--- config.mk ---
export PLATFORM = sky130hd
export DESIGN_NAME = socks_handshake_parser_flat
export DESIGN_NICKNAME = d
export VERILOG_FILES = /design/src/sv/shp_pkg.sv /design/src/sv/shp_in_if.sv /design/src/sv/shp_out_if.sv /design/src/sv/socks_handshake_parser.sv /design/src/flat_wrapper.sv
export SDC_FILE = /design/constraint.sdc
export NUM_CORES = 1
export LEC_CHECK = 0
export ABC_AREA = 1
export ABC_CLOCK_PERIOD_IN_PS = 5200
export BUFFER_PORTS_ARGS = -buffer_cell sky130_fd_sc_hd__buf_2
export CORE_ASPECT_RATIO = 1.5
export CORE_UTILIZATION = 40
export DETAILED_ROUTE_END_ITERATION = 7
export PLACE_DENSITY = 0.68
export SYNTH_ARGS = -nofsm -noshare
export SYNTH_HDL_FRONTEND = slang
export SYNTH_SLANG_ARGS = --single-unit
--- constraint.sdc ---
create_clock -name clk -period 5.2 [get_ports clk]
set_input_delay 1.3 -clock clk [delete_from_list [all_inputs] [get_ports clk]]
set_output_delay 1.3 -clock clk [all_outputs]
set_load 0.005 [all_outputs]
--- src/sv/shp_pkg.sv ---
// Types and constants of the SOCKS handshake parser.
// Used by the top level and the checker.
package shp_pkg;

  typedef enum logic [3:0] {
    PH_FREE       = 4'd0,
    PH_VERSION    = 4'd1,
    PH_V4_CMD     = 4'd2,
    PH_V5_NMETH   = 4'd3,
    PH_V5_METHODS = 4'd4,
    PH_V4_DEST    = 4'd5,
    PH_V4_USER    = 4'd6,
    PH_V5_HDR     = 4'd7,
    PH_V5_IPV4    = 4'd8,
    PH_V5_DOMLEN  = 4'd9,
    PH_V5_DOMAIN  = 4'd10,
    PH_V5_PORT    = 4'd11,
    PH_WAIT_V4    = 4'd12,
    PH_WAIT_V5    = 4'd13,
    PH_RELAY      = 4'd14
  } phase_t;

  typedef enum logic [2:0] {
    OK_REPLY    = 3'd0,
    OK_DEST     = 3'd1,
    OK_CONNECT  = 3'd2,
    OK_CLOSE    = 3'd3,
    OK_RELAY    = 3'd4,
    OK_NOWRELAY = 3'd5
  } out_kind_t;

  localparam logic [1:0] IK_BYTE     = 2'd0;
  localparam logic [1:0] IK_OUTCOME  = 2'd1;
  localparam logic [1:0] IK_OPEN     = 2'd2;
  localparam logic [1:0] IK_RESERVED = 2'd3;

  localparam logic [1:0] AT_IPV4   = 2'd0;
  localparam logic [1:0] AT_DOMAIN = 2'd1;
  localparam logic [1:0] AT_OTHER  = 2'd2;

  // Reply sequences that the emitter plays out.
  typedef enum logic [3:0] {
    RS_NONE,
    RS_GENERAL,     // 05 01 00 00, close
    RS_V4_REJECT,   // 00 5B + six zeros, close
    RS_V4_GRANT,    // 00 5A + six zeros, now relaying
    RS_V5_BADCMD,   // 05 07 00 01, bound, close
    RS_V5_UNREACH,  // 05 04 00 01, close
    RS_V5_OK,       // 05 00 00 01, bound, now relaying
    RS_V5_NOMETHOD, // 05 FF, close
    RS_V5_NOAUTH,   // 05 00
    RS_SINGLE       // one result carried in the job
  } seq_t;

  localparam int CFG_SERVER_PORT = 0;
  localparam int CFG_SERVER_ADDR = 1;

  // Per-slot state word kept in the memory.
  typedef struct packed {
    phase_t     phase;
    logic [7:0] byte_count;
    logic       noauth_seen;
    logic [7:0] port_high;
    logic [7:0] port_low;
    logic [1:0] dest_type;
  } slot_t;

  // Work handed from the parser to the result emitter.
  typedef struct packed {
    seq_t       seq;
    logic [3:0] conn;
    out_kind_t  kind;
    logic [7:0] data;
    logic [15:0] port;
    logic [1:0] atype;
  } job_t;

  // Length of a reply sequence in results.
  function automatic logic [3:0] seq_len(seq_t s);
    logic [3:0] n;
    n = 4'd0;
    unique case (s)
      RS_GENERAL:     n = 4'd5;
      RS_V4_REJECT:   n = 4'd9;
      RS_V4_GRANT:    n = 4'd9;
      RS_V5_BADCMD:   n = 4'd11;
      RS_V5_UNREACH:  n = 4'd5;
      RS_V5_OK:       n = 4'd11;
      RS_V5_NOMETHOD: n = 4'd3;
      RS_V5_NOAUTH:   n = 4'd2;
      RS_SINGLE:      n = 4'd1;
      default:        n = 4'd0;
    endcase
    return n;
  endfunction

endpackage

--- src/sv/shp_in_if.sv ---
// Input channel interface of the SOCKS handshake parser.
// Depends on nothing but the language.
interface shp_in_if;
  logic       valid;
  logic       ready;
  logic [1:0] kind;
  logic [3:0] conn;
  logic [7:0] data_byte;
  logic       connect_ok;
  modport source (output valid, kind, conn, data_byte, connect_ok, input ready);
  modport sink (input valid, kind, conn, data_byte, connect_ok, output ready);
endinterface

--- src/sv/shp_out_if.sv ---
// Result channel interface of the SOCKS handshake parser.
// Depends on nothing but the language.
interface shp_out_if;
  logic        valid;
  logic        ready;
  logic [3:0]  out_conn;
  logic [2:0]  out_kind;
  logic [7:0]  out_byte;
  logic [15:0] dest_port;
  logic [1:0]  addr_type;
  logic        last;
  modport source (output valid, out_conn, out_kind, out_byte, dest_port, addr_type, last,
                  input ready);
  modport sink (input valid, out_conn, out_kind, out_byte, dest_port, addr_type, last,
                output ready);
endinterface

--- src/sv/socks_handshake_parser.sv ---
// SOCKS4/5 handshake parser: an accepted beat passes stage 1 and the job register before
// its first result. Throughput one input beat per cycle when it causes at most one result
// and the output is not stalled; a beat that causes a reply of n results holds the input
// until the result emitter has sent them. Per-slot state lives in one memory with a
// registered read, forwarded on back-to-back hits. Reset (rst_n low, synchronous) clears
// the control registers and a clearing pass frees every slot while no input beat is taken.
module socks_handshake_parser #(
  parameter int CONNECTIONS = 16
) (
  input  logic        clk,
  input  logic        rst_n,
  shp_in_if.sink      in_ch,
  shp_out_if.source   out_ch,
  input  logic        cfg_psel,
  input  logic        cfg_penable,
  input  logic        cfg_pwrite,
  input  logic [2:0]  cfg_paddr,
  input  logic [31:0] cfg_pwdata,
  output logic [31:0] cfg_prdata,
  output logic        cfg_pready
);

  localparam int AW = (CONNECTIONS > 1) ? $clog2(CONNECTIONS) : 1;

  // Configuration registers.
  logic [15:0] server_port_r;
  logic [31:0] server_addr_r;
  logic        cfg_wr;
  assign cfg_pready = 1'b1;
  assign cfg_wr = cfg_psel && cfg_penable && cfg_pwrite;

  always_ff @(posedge clk) begin
    if (!rst_n) begin
      server_port_r <= '0;
      server_addr_r <= '0;
    end else if (cfg_wr) begin
      if (cfg_paddr == 3'(shp_pkg::CFG_SERVER_PORT * 4)) server_port_r <= cfg_pwdata[15:0];
      if (cfg_paddr == 3'(shp_pkg::CFG_SERVER_ADDR * 4)) server_addr_r <= cfg_pwdata;
    end
  end

  always_comb begin
    cfg_prdata = '0;
    if (cfg_paddr == 3'(shp_pkg::CFG_SERVER_PORT * 4)) cfg_prdata = {16'd0, server_port_r};
    else if (cfg_paddr == 3'(shp_pkg::CFG_SERVER_ADDR * 4)) cfg_prdata = server_addr_r;
  end

  // Clearing pass over the slot memory after reset.
  logic          clr_busy_r;
  logic [AW-1:0] clr_idx_r;
  always_ff @(posedge clk) begin
    if (!rst_n) begin
      clr_busy_r <= 1'b1;
      clr_idx_r  <= '0;
    end else if (clr_busy_r) begin
      if (32'(clr_idx_r) == CONNECTIONS - 1) clr_busy_r <= 1'b0;
      clr_idx_r <= clr_idx_r + AW'(1);
    end
  end

  // Emitter side: job register, index of its current result.
  shp_pkg::job_t job_r;
  logic          job_v_r;
  logic [3:0]    job_idx_r;
  logic          job_done;
  logic          job_free;

  // Stage 1: accepted beat waiting for its memory read.
  logic          s1_v_r;
  logic [1:0]    s1_kind_r;
  logic [AW-1:0] s1_conn_r;
  logic [3:0]    s1_conn4_r;
  logic [7:0]    s1_byte_r;
  logic          s1_ok_r;

  logic          in_fire;
  logic          conn_ok;
  logic          s1_adv;
  logic [AW-1:0] in_idx;

  // Stage 1 advances when it is empty or the job register will be free.
  assign s1_adv = !s1_v_r || job_free;
  assign conn_ok = 32'(in_ch.conn) < CONNECTIONS;
  assign in_idx = AW'(in_ch.conn);
  assign in_ch.ready = !clr_busy_r && s1_adv;
  assign in_fire = in_ch.valid && in_ch.ready;

  always_ff @(posedge clk) begin
    if (!rst_n) begin
      s1_v_r <= 1'b0;
    end else if (s1_adv) begin
      s1_v_r <= in_fire && conn_ok && in_ch.kind != shp_pkg::IK_RESERVED;
    end
  end

  always_ff @(posedge clk) begin
    if (s1_adv) begin
      s1_kind_r  <= in_ch.kind;
      s1_conn_r  <= in_idx;
      s1_conn4_r <= in_ch.conn;
      s1_byte_r  <= in_ch.data_byte;
      s1_ok_r    <= in_ch.connect_ok;
    end
  end

  // Slot memory with registered read and forwarding of the previous write.
  shp_pkg::slot_t mem [CONNECTIONS];
  shp_pkg::slot_t rd_r;
  shp_pkg::slot_t wr_data;
  logic           wr_en;
  logic [AW-1:0]  wr_addr;
  logic           fwd_r;
  shp_pkg::slot_t fwd_data_r;
  shp_pkg::slot_t cur;
  logic           s1_fire;

  assign s1_fire = s1_v_r && s1_adv;

  always_ff @(posedge clk) begin
    if (wr_en) mem[wr_addr] <= wr_data;
    if (s1_adv) rd_r <= mem[in_idx];
  end

  // Forward when the slot now being read was written this cycle; hold the choice while stalled.
  always_ff @(posedge clk) begin
    if (!rst_n) begin
      fwd_r <= 1'b0;
    end else if (s1_adv) begin
      fwd_r <= s1_fire && (s1_conn_r == in_idx);
    end
  end
  always_ff @(posedge clk) begin
    if (s1_adv) fwd_data_r <= wr_data;
  end
  assign cur = fwd_r ? fwd_data_r : rd_r;

  // Parse one beat against its slot state.
  shp_pkg::slot_t nx;
  shp_pkg::job_t  jb;
  logic [15:0]    pt;
  always_comb begin
    nx = cur;
    jb = '0;
    jb.seq = shp_pkg::RS_NONE;
    jb.conn = s1_conn4_r;
    jb.kind = shp_pkg::OK_REPLY;
    pt = '0;
    priority if (s1_kind_r == shp_pkg::IK_OPEN) begin
      nx = '0;
      nx.phase = shp_pkg::PH_VERSION;
    end else if (s1_kind_r == shp_pkg::IK_OUTCOME) begin
      if (cur.phase == shp_pkg::PH_WAIT_V4) begin
        jb.seq = s1_ok_r ? shp_pkg::RS_V4_GRANT : shp_pkg::RS_V4_REJECT;
        nx.phase = s1_ok_r ? shp_pkg::PH_RELAY : shp_pkg::PH_FREE;
      end else if (cur.phase == shp_pkg::PH_WAIT_V5) begin
        jb.seq = s1_ok_r ? shp_pkg::RS_V5_OK : shp_pkg::RS_V5_UNREACH;
        nx.phase = s1_ok_r ? shp_pkg::PH_RELAY : shp_pkg::PH_FREE;
      end
    end else begin
      unique case (cur.phase)
        shp_pkg::PH_VERSION: begin
          if (s1_byte_r == 8'd4) nx.phase = shp_pkg::PH_V4_CMD;
          else if (s1_byte_r == 8'd5) nx.phase = shp_pkg::PH_V5_NMETH;
          else begin
            jb.seq = shp_pkg::RS_GENERAL;
            nx.phase = shp_pkg::PH_FREE;
          end
        end
        shp_pkg::PH_V4_CMD: begin
          if (s1_byte_r != 8'd1) begin
            jb.seq = shp_pkg::RS_V4_REJECT;
            nx.phase = shp_pkg::PH_FREE;
          end else begin
            nx.phase = shp_pkg::PH_V4_DEST;
            nx.byte_count = '0;
          end
        end
        shp_pkg::PH_V4_DEST: begin
          if (cur.byte_count == 8'd0) nx.port_high = s1_byte_r;
          else if (cur.byte_count == 8'd1) nx.port_low = s1_byte_r;
          else begin
            jb.seq = shp_pkg::RS_SINGLE;
            jb.kind = shp_pkg::OK_DEST;
            jb.data = s1_byte_r;
          end
          nx.byte_count = cur.byte_count + 8'd1;
          if (nx.byte_count >= 8'd6) begin
            nx.phase = shp_pkg::PH_V4_USER;
            nx.byte_count = '0;
          end
        end
        shp_pkg::PH_V4_USER: begin
          if (s1_byte_r == 8'd0) begin
            nx.dest_type = shp_pkg::AT_IPV4;
            jb.seq = shp_pkg::RS_SINGLE;
            jb.kind = shp_pkg::OK_CONNECT;
            jb.port = {cur.port_high, cur.port_low};
            nx.phase = shp_pkg::PH_WAIT_V4;
          end
        end
        shp_pkg::PH_V5_NMETH: begin
          nx.noauth_seen = 1'b0;
          if (s1_byte_r == 8'd0) begin
            jb.seq = shp_pkg::RS_V5_NOMETHOD;
            nx.phase = shp_pkg::PH_FREE;
          end else begin
            nx.byte_count = s1_byte_r;
            nx.phase = shp_pkg::PH_V5_METHODS;
          end
        end
        shp_pkg::PH_V5_METHODS: begin
          if (s1_byte_r == 8'd0) nx.noauth_seen = 1'b1;
          nx.byte_count = cur.byte_count - 8'd1;
          if (nx.byte_count == 8'd0) begin
            if (nx.noauth_seen) begin
              jb.seq = shp_pkg::RS_V5_NOAUTH;
              nx.phase = shp_pkg::PH_V5_HDR;
            end else begin
              jb.seq = shp_pkg::RS_V5_NOMETHOD;
              nx.phase = shp_pkg::PH_FREE;
            end
          end
        end
        shp_pkg::PH_V5_HDR: begin
          if (cur.byte_count == 8'd1) nx.port_high = s1_byte_r;
          if (cur.byte_count < 8'd3) begin
            nx.byte_count = cur.byte_count + 8'd1;
          end else begin
            nx.byte_count = '0;
            if (cur.port_high != 8'd1) begin
              jb.seq = shp_pkg::RS_V5_BADCMD;
              nx.phase = shp_pkg::PH_FREE;
            end else if (s1_byte_r == 8'd1) begin
              nx.dest_type = shp_pkg::AT_IPV4;
              nx.phase = shp_pkg::PH_V5_IPV4;
            end else if (s1_byte_r == 8'd3) begin
              nx.dest_type = shp_pkg::AT_DOMAIN;
              nx.phase = shp_pkg::PH_V5_DOMLEN;
            end else begin
              nx.dest_type = shp_pkg::AT_OTHER;
              jb.seq = shp_pkg::RS_SINGLE;
              jb.kind = shp_pkg::OK_CONNECT;
              jb.atype = shp_pkg::AT_OTHER;
              nx.phase = shp_pkg::PH_WAIT_V5;
            end
          end
        end
        shp_pkg::PH_V5_IPV4: begin
          if (cur.byte_count < 8'd4) begin
            jb.seq = shp_pkg::RS_SINGLE;
            jb.kind = shp_pkg::OK_DEST;
            jb.data = s1_byte_r;
            nx.byte_count = cur.byte_count + 8'd1;
          end else if (cur.byte_count == 8'd4) begin
            nx.port_high = s1_byte_r;
            nx.byte_count = 8'd5;
          end else begin
            jb.seq = shp_pkg::RS_SINGLE;
            jb.kind = shp_pkg::OK_CONNECT;
            jb.port = {cur.port_high, s1_byte_r};
            nx.byte_count = '0;
            nx.phase = shp_pkg::PH_WAIT_V5;
          end
        end
        shp_pkg::PH_V5_DOMLEN: begin
          nx.byte_count = s1_byte_r;
          nx.phase = (s1_byte_r == 8'd0) ? shp_pkg::PH_V5_PORT : shp_pkg::PH_V5_DOMAIN;
        end
        shp_pkg::PH_V5_DOMAIN: begin
          jb.seq = shp_pkg::RS_SINGLE;
          jb.kind = shp_pkg::OK_DEST;
          jb.data = s1_byte_r;
          nx.byte_count = cur.byte_count - 8'd1;
          if (nx.byte_count == 8'd0) nx.phase = shp_pkg::PH_V5_PORT;
        end
        shp_pkg::PH_V5_PORT: begin
          if (cur.byte_count == 8'd0) begin
            nx.port_high = s1_byte_r;
            nx.byte_count = 8'd1;
          end else begin
            jb.seq = shp_pkg::RS_SINGLE;
            jb.kind = shp_pkg::OK_CONNECT;
            jb.port = {cur.port_high, s1_byte_r};
            jb.atype = shp_pkg::AT_DOMAIN;
            nx.byte_count = '0;
            nx.phase = shp_pkg::PH_WAIT_V5;
          end
        end
        shp_pkg::PH_RELAY: begin
          jb.seq = shp_pkg::RS_SINGLE;
          jb.kind = shp_pkg::OK_RELAY;
          jb.data = s1_byte_r;
        end
        default: begin
        end
      endcase
    end
    pt = jb.port;
    jb.port = pt;
  end

  // Memory write: clearing pass, else the parsed beat.
  always_comb begin
    wr_en = clr_busy_r || s1_fire;
    wr_addr = clr_busy_r ? clr_idx_r : s1_conn_r;
    wr_data = clr_busy_r ? shp_pkg::slot_t'('0) : nx;
  end

  // Result emitter: walks the reply sequence, one result per beat.
  logic [3:0] len;
  logic       out_fire;
  assign len = shp_pkg::seq_len(job_r.seq);
  assign out_fire = out_ch.valid && out_ch.ready;
  assign job_done = out_fire && (job_idx_r == len - 4'd1);
  assign job_free = !job_v_r || job_done;

  always_ff @(posedge clk) begin
    if (!rst_n) begin
      job_v_r   <= 1'b0;
      job_idx_r <= '0;
    end else if (job_free) begin
      job_v_r   <= s1_fire && jb.seq != shp_pkg::RS_NONE;
      job_idx_r <= '0;
    end else if (out_fire) begin
      job_idx_r <= job_idx_r + 4'd1;
    end
  end
  always_ff @(posedge clk) begin
    if (job_free) job_r <= jb;
  end

  // Byte and kind of the current result in a reply sequence.
  logic [7:0]        rb;
  shp_pkg::out_kind_t rk;
  logic [7:0]        bound_b;
  always_comb begin
    unique case (job_idx_r)
      4'd4:    bound_b = server_port_r[15:8];
      4'd5:    bound_b = server_port_r[7:0];
      4'd6:    bound_b = server_addr_r[31:24];
      4'd7:    bound_b = server_addr_r[23:16];
      4'd8:    bound_b = server_addr_r[15:8];
      default: bound_b = server_addr_r[7:0];
    endcase
    rb = 8'd0;
    rk = shp_pkg::OK_REPLY;
    unique case (job_r.seq)
      shp_pkg::RS_GENERAL: begin
        if (job_idx_r == 4'd0) rb = 8'h05;
        else if (job_idx_r == 4'd1) rb = 8'h01;
        else if (job_idx_r == 4'd4) rk = shp_pkg::OK_CLOSE;
      end
      shp_pkg::RS_V4_REJECT, shp_pkg::RS_V4_GRANT: begin
        if (job_idx_r == 4'd1) rb = (job_r.seq == shp_pkg::RS_V4_GRANT) ? 8'h5A : 8'h5B;
        else if (job_idx_r == 4'd8) begin
          rk = (job_r.seq == shp_pkg::RS_V4_GRANT) ? shp_pkg::OK_NOWRELAY : shp_pkg::OK_CLOSE;
        end
      end
      shp_pkg::RS_V5_BADCMD, shp_pkg::RS_V5_OK, shp_pkg::RS_V5_UNREACH: begin
        if (job_idx_r == 4'd0) rb = 8'h05;
        else if (job_idx_r == 4'd1) begin
          rb = (job_r.seq == shp_pkg::RS_V5_BADCMD) ? 8'h07 :
               (job_r.seq == shp_pkg::RS_V5_UNREACH) ? 8'h04 : 8'h00;
        end else if (job_idx_r == 4'd3) rb = 8'h01;
        else if (job_idx_r == 4'd4 && job_r.seq == shp_pkg::RS_V5_UNREACH) begin
          rk = shp_pkg::OK_CLOSE;
        end else if (job_idx_r == 4'd10) begin
          rk = (job_r.seq == shp_pkg::RS_V5_OK) ? shp_pkg::OK_NOWRELAY : shp_pkg::OK_CLOSE;
        end else if (job_idx_r >= 4'd4) rb = bound_b;
      end
      shp_pkg::RS_V5_NOMETHOD: begin
        if (job_idx_r == 4'd0) rb = 8'h05;
        else if (job_idx_r == 4'd1) rb = 8'hFF;
        else rk = shp_pkg::OK_CLOSE;
      end
      shp_pkg::RS_V5_NOAUTH: begin
        if (job_idx_r == 4'd0) rb = 8'h05;
      end
      shp_pkg::RS_SINGLE: begin
        rb = job_r.data;
        rk = job_r.kind;
      end
      default: begin
      end
    endcase
  end

  assign out_ch.valid     = job_v_r;
  assign out_ch.out_conn  = job_r.conn;
  assign out_ch.out_kind  = rk;
  assign out_ch.out_byte  = rb;
  assign out_ch.dest_port = (job_r.seq == shp_pkg::RS_SINGLE) ? job_r.port : 16'd0;
  assign out_ch.addr_type = (job_r.seq == shp_pkg::RS_SINGLE) ? job_r.atype : 2'd0;
  assign out_ch.last      = job_idx_r == len - 4'd1;

endmodule

--- src/flat_wrapper.sv ---
// flat-port wrapper written by rule: the top's interface ports become plain ports
module socks_handshake_parser_flat 
#(
  parameter int CONNECTIONS = 16
)
  (clk, rst_n, cfg_psel, cfg_penable, cfg_pwrite, cfg_paddr, cfg_pwdata, cfg_prdata, cfg_pready, in_ch_valid, in_ch_kind, in_ch_conn, in_ch_data_byte, in_ch_connect_ok, in_ch_ready, out_ch_valid, out_ch_out_conn, out_ch_out_kind, out_ch_out_byte, out_ch_dest_port, out_ch_addr_type, out_ch_last, out_ch_ready);
  shp_in_if in_ch_i ();
  shp_out_if out_ch_i ();
  input  logic clk;
  input  logic rst_n;
  input  logic cfg_psel;
  input  logic cfg_penable;
  input  logic cfg_pwrite;
  input  logic [2:0] cfg_paddr;
  input  logic [31:0] cfg_pwdata;
  output logic [31:0] cfg_prdata;
  output logic cfg_pready;
  input wire logic [$bits(in_ch_i.valid)-1:0] in_ch_valid;
  input wire logic [$bits(in_ch_i.kind)-1:0] in_ch_kind;
  input wire logic [$bits(in_ch_i.conn)-1:0] in_ch_conn;
  input wire logic [$bits(in_ch_i.data_byte)-1:0] in_ch_data_byte;
  input wire logic [$bits(in_ch_i.connect_ok)-1:0] in_ch_connect_ok;
  output wire logic [$bits(in_ch_i.ready)-1:0] in_ch_ready;
  output wire logic [$bits(out_ch_i.valid)-1:0] out_ch_valid;
  output wire logic [$bits(out_ch_i.out_conn)-1:0] out_ch_out_conn;
  output wire logic [$bits(out_ch_i.out_kind)-1:0] out_ch_out_kind;
  output wire logic [$bits(out_ch_i.out_byte)-1:0] out_ch_out_byte;
  output wire logic [$bits(out_ch_i.dest_port)-1:0] out_ch_dest_port;
  output wire logic [$bits(out_ch_i.addr_type)-1:0] out_ch_addr_type;
  output wire logic [$bits(out_ch_i.last)-1:0] out_ch_last;
  input wire logic [$bits(out_ch_i.ready)-1:0] out_ch_ready;
  assign in_ch_i.valid = in_ch_valid;
  assign in_ch_i.kind = in_ch_kind;
  assign in_ch_i.conn = in_ch_conn;
  assign in_ch_i.data_byte = in_ch_data_byte;
  assign in_ch_i.connect_ok = in_ch_connect_ok;
  assign in_ch_ready = in_ch_i.ready;
  assign out_ch_valid = out_ch_i.valid;
  assign out_ch_out_conn = out_ch_i.out_conn;
  assign out_ch_out_kind = out_ch_i.out_kind;
  assign out_ch_out_byte = out_ch_i.out_byte;
  assign out_ch_dest_port = out_ch_i.dest_port;
  assign out_ch_addr_type = out_ch_i.addr_type;
  assign out_ch_last = out_ch_i.last;
  assign out_ch_i.ready = out_ch_ready;
  socks_handshake_parser #(.CONNECTIONS(CONNECTIONS)) u_core (.clk(clk), .rst_n(rst_n), .in_ch(in_ch_i), .out_ch(out_ch_i), .cfg_psel(cfg_psel), .cfg_penable(cfg_penable), .cfg_pwrite(cfg_pwrite), .cfg_paddr(cfg_paddr), .cfg_pwdata(cfg_pwdata), .cfg_prdata(cfg_prdata), .cfg_pready(cfg_pready));
endmodule
==> results of run 1 <==
power breakdown:
| group | total [mW] | internal (mW) | switching, mW |
|---|---|---|---|
| combinational | 0.875 | 0.258 | 0.617 |
| sequential | 5.70 | 5.66 | 0.0466 |
| clock | 4.30 | 2.42 | 1.88 |
cell type report:
cell class	instances	share of cell area, %
flip-flops and latches	638	57.70
multi-input cells	1394	25.26
clock buffers	67	4.690
inverters	333	3.926
repair buffers	186	3.665
well taps	907	3.536
clock inverters	39	1.209
diodes	2	0.01559
sequential cells by signal, summed over array words and instances, names as in the netlist:
register                cells
u_core.job_idx_r            4
u_core.out_ch.valid         1
u_core.server_addr_r       32
u_core.s1_v_r               1
u_core.fwd_r                1
u_core.s1_kind_r            2
u_core.rd_r                29
u_core.out_ch.out_conn      4
u_core.clr_idx_r            4
u_core.job_r               33
u_core.s1_ok_r              1
u_core.len                  4
u_core.mem                464
u_core.fwd_data_r          29
u_core.s1_byte_r            8
u_core.clr_busy_r           1
u_core.s1_conn_r            4
u_core.server_port_r       16
critical path, cell delays in order, from the launching register on:
cell       delay [ps]
dfxtp_1           440
inv_1             150
ha_1              260
nand3_1           450
nand4_1           160
nor2_1            540
a21oi_1           150
o31ai_1           110
o311ai_0          210
nand2_1           100
o2111ai_1         110
buf_2             160
cell usage in the layout (no fill, tap or decap), types with 58 or more instances in the layout:
cell type and count:
inv_1 316, buf_2 121, mux2i_1 117, o21ai_0 243, clkbuf_16 58, nand3_1 86
edfxtp_1 574, o211ai_1 122, nor2_1 146, a21oi_1 205, buf_4 58, dfxtp_1 63
nand2_1 242
metal layers:
| layer | wire length, µm | global-route usage (%) | vias to the layer above |
|---|---|---|---|
| li1 | - | - | 9090 |
| met5 | 22 | 0 | - |
| met1 | 28180 | 23.26 | 9501 |
| met4 | 4148 | 11.71 | 4 |
| met3 | 4376 | 3.574 | 199 |
| met2 | 41030 | 39.73 | 681 |
worst paths after layout:
path	endpoint	from
hold reg to reg	u_core.server_addr_r[10]	u_core.server_addr_r[10]
setup / recovery	out_ch_out_byte[2]	u_core.job_idx_r[0]
hold / removal	u_core.server_addr_r[10]	u_core.server_addr_r[10]
setup reg to reg	u_core.mem[14][27]	u_core.fwd_r
cell families after synthesis:
group	Yosys count	synth area share, %
AND/OR/NAND/NOR	590	9.612
other	1	0.01324
XOR/XNOR	10	0.3093
buffers and inverters	459	6.474
AO/OA/AOI/OAI	665	13.57
multiplexers	117	4.136
flip-flops	638	65.40
adder cells (fa/ha/maj)	11	0.4861
==> flow_summary.toml, run 1 <==
[place]
dp.cells = 3458
place_congestion = 1.015
place_area_um2 = 30200
hpwl_um = 53340
portBuffers = 124
pre_cts_slack_ps = 933.0

[synthesis]
yosysMostFrequentCell = "edfxtp_1"
synth_top_cell_by_area = "edfxtp_1"
yosys-top-cells-area = "edfxtp_1 61%, dfxtp_1 4.5%, o21ai_0 4.3%"
synth-seq-cells = 638
ys_types = 59
yosysTopAreaCellShare_pct = 60.88
synth_seq_area_share_pct = 65.40
synth_edf_count = 574
synth_area_um2 = 28310
synth_warnings = 0
netlist_top_cells_count = "574 x edfxtp_1, 317 x inv_1, 243 x o21ai_0"
synth_area_per_cell_um2 = 11.37
async_flop_share_pct = 0
yosys_most_used_dff = "edfxtp_1"
synth_nets = 2559
syn-instance-count = 2491

[min_path]
holdPathStages = 2
hp-class = "flip-flop to flip-flop"

[grt]
grt_pass1_vias = 19470
antenna_found_initial = 5
grt_pass1_wl_um = 116800
grt_max_degree = 129
grt_usage_pct = 21.57
grt-ovfl-total = 0

[outcome]
outcome = "completed"

[clock_tree]
postCtsSetupRepairBufs = 0
htreeDepth = 2
clk_latency_ps = 630
cts_hold_buf = 0
cts_tree = "built"
post_cts_resized = 0
cts-root-buf = "clkbuf_16"
clkTransAtPathRegs_ps = 70
clkSinkCount = 638
cts.path.max_buffers = 3
cts_buffers = 56

[routing]
wl_um = 77750
drc = 0
dr.pass1.iters = 6
postRouteAntennaNets = 0
vias_per_cell = 5.461
wl_per_cell_um = 21.80
vias = 19480
drt_iter0_drc = 1744

[power_and_ir_drop]
leakagePower_nw = 12.39
ir_worst_vdd_mv = 0.3043
power_density_nw_per_um2 = 338.8
power.total_mw = 10.87

[timing]
relSlewSlack_pct = 22.24
hold_ws_ps = 484.0
setup_tns_ps = 0
period_share_pct = 91.80
min_period_ps = 4774
rsz0062_at_grt = "false"
tightest_slew_ps = 1166
finClkSkew_ps = 20.41
finalMaxSlewViolations = 0
worst_slack_ps = 426.2
setup_viol = 0
hold_viol_final = 0
fmax_mhz = 209.5

[critical_path]
start_kind = "flip-flop"
required_ps = 3900
cp_max_fo = 11
end_kind = "output port"
reg2reg_slack_ps = 930
path_class = "flip-flop to output port"
crit_arrival_ps = 3470
r2r_cells = 12

[finish]
n_fill_cell = 6307
final_nets = 2677
multiInputGateArea_um2 = 8105
design_area_um2 = 32090
fin_util_pct = 45.76
layout.cells.non_filler = 3566
synthToLayoutAreaGrowth_pct = 13.35
seqCellArea_um2 = 18520
drive_above_1_share_pct = 13.89

[die]
die_h_um = 327.8
start_util_pct = 40.37
row_count = 119
dieArea_um2 = 71870
core_um2 = 70130
die_w_um = 219.2
io_pins = 126

[run]
maxCapViolations = 0
Note: power is estimated with default switching activity, not from simulation.
==> run 2, diff against run 1 <==
--- a/config.mk
+++ b/config.mk
@@ -5,7 +5,6 @@
 export SDC_FILE = /design/constraint.sdc
 export NUM_CORES = 1
 export LEC_CHECK = 0
-export ABC_AREA = 1
 export ABC_CLOCK_PERIOD_IN_PS = 5200
 export BUFFER_PORTS_ARGS = -buffer_cell sky130_fd_sc_hd__buf_2
 export CORE_ASPECT_RATIO = 1.5
==> run 2 against run 1 <==
Routed wire length decreased by 10%. Maximum frequency grew 1.5%. Non-clock buffer count decreased by 6. Utilization grew 0.47 points. Synthesized area is 3.1% lower. Cell count shrank 22%. Sequential power about the same. Synthesized cell count decreased by 31%. Combinational power decreased by 26%. Flip-flop and latch count stayed put. Die area is 3.1% lower. Final area is 2.4% lower.
==> flow_summary.toml, run 2 <==
[outcome]
outcome = "completed"

[die]
die_h_um = 322.7
die_w_um = 215.8
io_pins = 126
dieArea_um2 = 69630
start_util_pct = 40.46
row_count = 117
core_um2 = 67780

[synthesis]
ys_types = 91
async_flop_share_pct = 0
yosysMostFrequentCell = "edfxtp_1"
yosys-top-cells-area = "edfxtp_1 63%, mux4_2 12%, dfxtp_1 4.7%"
synth_nets = 1778
synth_area_per_cell_um2 = 16.04
synth_seq_area_share_pct = 67.52
yosysTopAreaCellShare_pct = 62.85
synth_edf_count = 574
netlist_top_cells_count = "574 x edfxtp_1, 146 x nand2_1, 145 x mux4_2"
synth_top_cell_by_area = "edfxtp_1"
synth_warnings = 0
syn-instance-count = 1710
synth_area_um2 = 27420
yosys_most_used_dff = "edfxtp_1"
synth-seq-cells = 638

[critical_path]
crit_family = "simple AND/OR/NAND/NOR gates"
end_kind = "output port"
path_buf_inv = 2
start_kind = "flip-flop"
path_class = "flip-flop to output port"
crit_chain = "inv_1, ha_1, nor2b_1, and2_1, nor2_1, a221o_1, a21oi_1, o21ai_0, a311o_1, buf_2"
cp_max_fo = 8
cp_slowest_cell = "nor2b_1"
slowest_delay_ps = 410
crit_arrival_ps = 3400
required_ps = 3900

[power_and_ir_drop]
leakagePower_nw = 10.95
power.total_mw = 10.74
ir_worst_vdd_mv = 0.2478
power_density_nw_per_um2 = 342.9

[grt]
grt_usage_pct = 20.01
grt_pass1_wl_um = 104500
grt_max_degree = 75
grt_pass1_vias = 16300
antenna_found_initial = 0
grt-ovfl-total = 0

[place]
portBuffers = 124
pre_cts_slack_ps = 1115
dp.cells = 2685
hpwl_um = 48720
place_area_um2 = 29360
place_congestion = 0.9948

[timing]
setup_tns_ps = 0
finalMaxSlewViolations = 0
worst_slack_ps = 496.6
fmax_mhz = 212.6
rsz0062_at_grt = "false"
tightest_slew_ps = 1295
min_period_ps = 4703
finClkSkew_ps = 34.75
setup_viol = 0
period_share_pct = 90.45
hold_viol_final = 0
relSlewSlack_pct = 13.69
hold_ws_ps = 488.0

[min_path]
hp-class = "flip-flop to flip-flop"

[routing]
wl_um = 69840
dr.pass1.iters = 5
vias = 15970
wl_per_cell_um = 25.02
drc = 0
vias_per_cell = 5.719
drt_iter0_drc = 1505
postRouteAntennaNets = 0

[clock_tree]
cts_hold_buf = 0
clkTransAtPathRegs_ps = 70
cts-root-buf = "clkbuf_16"
cts_buffers = 57
htreeDepth = 2
cts.path.max_buffers = 3
clkSinkCount = 638
cts_tree = "built"
post_cts_resized = 0
postCtsSetupRepairBufs = 0
clk_latency_ps = 620

[finish]
n_fill_cell = 5727
top_register = "u_core.mem"
seqCellArea_um2 = 18520
layout.cells.non_filler = 2792
multiInputGateArea_um2 = 8549
drive_above_1_share_pct = 25.58
top_regs = "u_core.mem x464, u_core.job_r x33, u_core.server_addr_r x32"
design_area_um2 = 31330
antenna_cells = 0
synthToLayoutAreaGrowth_pct = 14.26
mostFrequentLayoutCell = "edfxtp_1"
fin_util_pct = 46.23
final_nets = 1920
layout_common_cells = "574 x edfxtp_1, 145 x nand2_1, 145 x mux4_2"
largest_reg_flops = 464

[run]
maxCapViolations = 0
==> run 2: cell count changes in the layout (fill, tap and decap cells not counted), sizes merged, moves of 21 or more <==
cell    delta
o22ai     -28
nand3     -61
o211ai   -116
nand2    -129
a22oi     +21
a21oi    -157
a21boi    +48
mux2i     -87
and2      +50
inv      -302
nor2      -84
mux4     +145
o21ai    -211
==> run 2: area by class of cell <==
cell class / count / share of cell area (%)
flip-flops and latches: 638 / 59.10
multi-input cells: 952 / 27.29
clock buffers: 68 / 4.983
well taps: 892 / 3.562
repair buffers: 180 / 3.470
clock inverters: 39 / 1.322
inverters: 23 / 0.2755
==> run 2: layer usage <==
layer	wire [µm]	track usage [%]	share of wire (%)	up-vias
met3	3180	2.621	4.6	164
li1	-	-	-	7083
met2	37370	36.78	53	554
met4	3374	9.661	4.8	0
met5	0	0	0	-
met1	25920	22.82	37	8166
==> run 2: logic make-up (layout without fill, tap and decap cells) <==
group | after synthesis | after routing | share of synthesized area [%]
xor+xnor | 23 | 23 | 0.7620
compound gates | 291 | 291 | 7.610
other cells | 1 | 1 | 0.01367
fa+ha+maj | 11 | 11 | 0.5019
buf+inv | 120 | 310 | 1.893
mux | 193 | 193 | 13.80
flops | 638 | 638 | 67.52
simple gates | 433 | 433 | 7.893
==> run 2: worst paths after layout <==
| check | start | slack, ps | cells after the start | to |
|---|---|---|---|---|
| max | u_core.job_idx_r[0] | 500 | 10 | out_ch_out_byte[0] |
| min | u_core.server_addr_r[21] | 490 | 2 | u_core.server_addr_r[21] |
| max reg2reg | u_core.fwd_r | 1120 | 9 | u_core.fwd_data_r[17] |
| min reg2reg | u_core.server_addr_r[21] | 490 | 2 | u_core.server_addr_r[21] |
==> run 2: worst min-delay path, delay by kind of cell (launching register included) <==
kind | cells | cell delay, ps
and+or+nand+nor | 1 | 50
DFF | 1 | 320
AOI/OAI and AO/OA | 1 | 70
==> run 2: power breakdown <==
part,internal [mW],switching [mW],leakage [nW]
clock network,2.46,1.91,0.964
registers,5.65,0.0732,6.50
logic,0.267,0.381,3.49
==> run 3, diff against run 2 <==
--- a/config.mk
+++ b/config.mk
@@ -5,7 +5,7 @@
 export SDC_FILE = /design/constraint.sdc
 export NUM_CORES = 1
 export LEC_CHECK = 0
-export ABC_CLOCK_PERIOD_IN_PS = 5200
+export ABC_CLOCK_PERIOD_IN_PS = 6000
 export BUFFER_PORTS_ARGS = -buffer_cell sky130_fd_sc_hd__buf_2
 export CORE_ASPECT_RATIO = 1.5
 export CORE_UTILIZATION = 40
==> constraint.sdc (replaced) <==
create_clock -name clk -period 6 [get_ports clk]
set_input_delay 1.5 -clock clk [delete_from_list [all_inputs] [get_ports clk]]
set_output_delay 1.5 -clock clk [all_outputs]
set_load 0.005 [all_outputs]
==> run 3 against run 2 <==
Routed wire length shrank 1.6%. First-iteration DRC count decreased by 6.6%. Critical path depth rose by 1. Die area is the same. Combinational power down 15%. Clock power decreased by 16%. Critical endpoint unchanged. Largest power group unchanged.
==> flow_summary.toml, run 3 (same netlist as run 2, synthesis figures left out) <==
[outcome]
outcome = "completed"

[routing]
drc = 0
wl_um = 68750
drt_iter0_drc = 1405
postRouteAntennaNets = 0
dr.pass1.iters = 6
vias = 15830
vias_per_cell = 5.730
wl_per_cell_um = 24.88

[timing]
rsz0062_at_grt = "false"
relSlewSlack_pct = 12.16
finClkSkew_ps = 21.21
tightest_slew_ps = 1313
finalMaxSlewViolations = 0
hold_viol_final = 0
period_share_pct = 84.32
worst_slack_ps = 940.6
setup_tns_ps = 0
setup_viol = 0
fmax_mhz = 197.7
min_period_ps = 5059

[critical_path]
r2r_start = "u_core.fwd_r"
required_ps = 4500
reg2reg_slack_ps = 1350
crit_arrival_ps = 3560
r2r_cells = 10
cp_max_fo = 16
start_kind = "flip-flop"
path_class = "flip-flop to output port"
crit_start = "u_core.job_idx_r[0]"
endpoint = "out_ch_out_byte[0]"
end_kind = "output port"
r2r_end = "u_core.mem[2][20]"

[grt]
grt_pass1_wl_um = 103200
grt_usage_pct = 19.77
grt_max_degree = 75
grt_pass1_vias = 16300
grt-ovfl-total = 0
antenna_found_initial = 2

[die]
die_w_um = 215.8
row_count = 117
die_h_um = 322.7
dieArea_um2 = 69630
io_pins = 126
start_util_pct = 40.46
core_um2 = 67780

[finish]
top_regs = "u_core.mem x464, u_core.job_r x33, u_core.server_addr_r x32"
antenna_cells = 0
mostFrequentLayoutCell = "edfxtp_1"
top_register = "u_core.mem"
largest_reg_flops = 464
synthToLayoutAreaGrowth_pct = 13.18
design_area_um2 = 31040
layout_common_cells = "574 x edfxtp_1, 145 x nand2_1, 145 x mux4_2"
drive_above_1_share_pct = 24.10
final_nets = 1894

[power_and_ir_drop]
power_density_nw_per_um2 = 296.1
ir_worst_vdd_mv = 0.2417
leakagePower_nw = 10.73

[clock_tree]
cts.path.max_buffers = 3
cts_hold_buf = 0
clk_latency_ps = 640
htreeDepth = 2
post_cts_resized = 0
cts_tree = "built"
cts_buffers = 55
postCtsSetupRepairBufs = 0
cts-root-buf = "clkbuf_16"
clkSinkCount = 638
clkTransAtPathRegs_ps = 70

[place]
hpwl_um = 48360
pre_cts_slack_ps = 1385
place_area_um2 = 29160
portBuffers = 124
place_congestion = 1.005

[run]
maxCapViolations = 0

[min_path]
hp-class = "flip-flop to flip-flop"
==> run 3: cell types whose count changed in the layout (fill, tap and decap cells not counted), moves of 2 or more <==
cell | previous run | this run
clkinvlp_4 | 5 | 9
clkbuf_8 | 3 | 0
inv_1 | 24 | 21
bufinv_16 | 6 | 8
clkinv_1 | 8 | 10
buf_4 | 54 | 30
clkinv_2 | 8 | 5
clkbuf_1 | 5 | 12
clkinv_4 | 6 | 1
clkbuf_16 | 60 | 55
==> run 3: power by group <==
part | total [mW] | internal (mW) | switching, mW
clock network | 3.68 | 2.05 | 1.63
logic | 0.548 | 0.224 | 0.324
registers | 4.96 | 4.90 | 0.0640
==> run 3: cell type report <==
class | count | area [µm²]
Sequential cell | 638 | 18520
Inverter | 23 | 86.33
Timing Repair Buffer | 156 | 894.6
Fill cell | 5756 | 36740
Tap cell | 892 | 1116
Multi-Input combinational cell | 952 | 8549
Clock buffer | 67 | 1421
Clock inverter | 35 | 451.7
==> run 3: critical path: stages, from the launching register on <==
cell and delay, ps:
dfxtp_1 360, inv_1 140, ha_1 160, buf_4 220, nor2b_1 320, and2_1 390
nor2_1 230, a221o_1 340, a21oi_1 150, o21ai_0 100, a311o_1 360, buf_2 140
==> run 3: worst min-delay path by stage <==
| stage | startpoint | end | slack, ps | cells after the start |
|---|---|---|---|---|
| 6_report | u_core.server_port_r[1] | u_core.server_port_r[1] | 490 | 2 |
| 3_3_place_gp | u_core.server_addr_r[31] | u_core.server_addr_r[31] | 470 | 2 |
| 5_1_grt | u_core.server_addr_r[30] | u_core.server_addr_r[30] | 510 | 2 |
| 3_5_place_dp | u_core.server_port_r[1] | u_core.server_port_r[1] | 470 | 2 |
| 2_1_floorplan | u_core.s1_v_r | u_core.fwd_r | 450 | 2 |
| 4_1_cts | u_core.server_port_r[1] | u_core.server_port_r[1] | 480 | 2 |
==> run 3: per-stage QoR <==
step,utilization (%),hold slack [ps],total power [mW],cells
floorplan,-,446.8,5.403,1710
CTS,45.78,484.0,9.265,2762
finish,45.79,486.9,9.191,2763
global route,45.79,506.1,9.462,2763
detailed placement,43.02,474.9,5.608,2660
global placement,43.02,470.1,5.598,2660
==> run 3: metal layers <==
metal	vias to the layer above	track usage [%]	part of all wire [%]
li1	7033	-	-
met5	-	0	0.019
met3	173	2.574	4.7
met1	8085	22.01	37
met2	538	36.95	53
met4	2	9.519	4.7
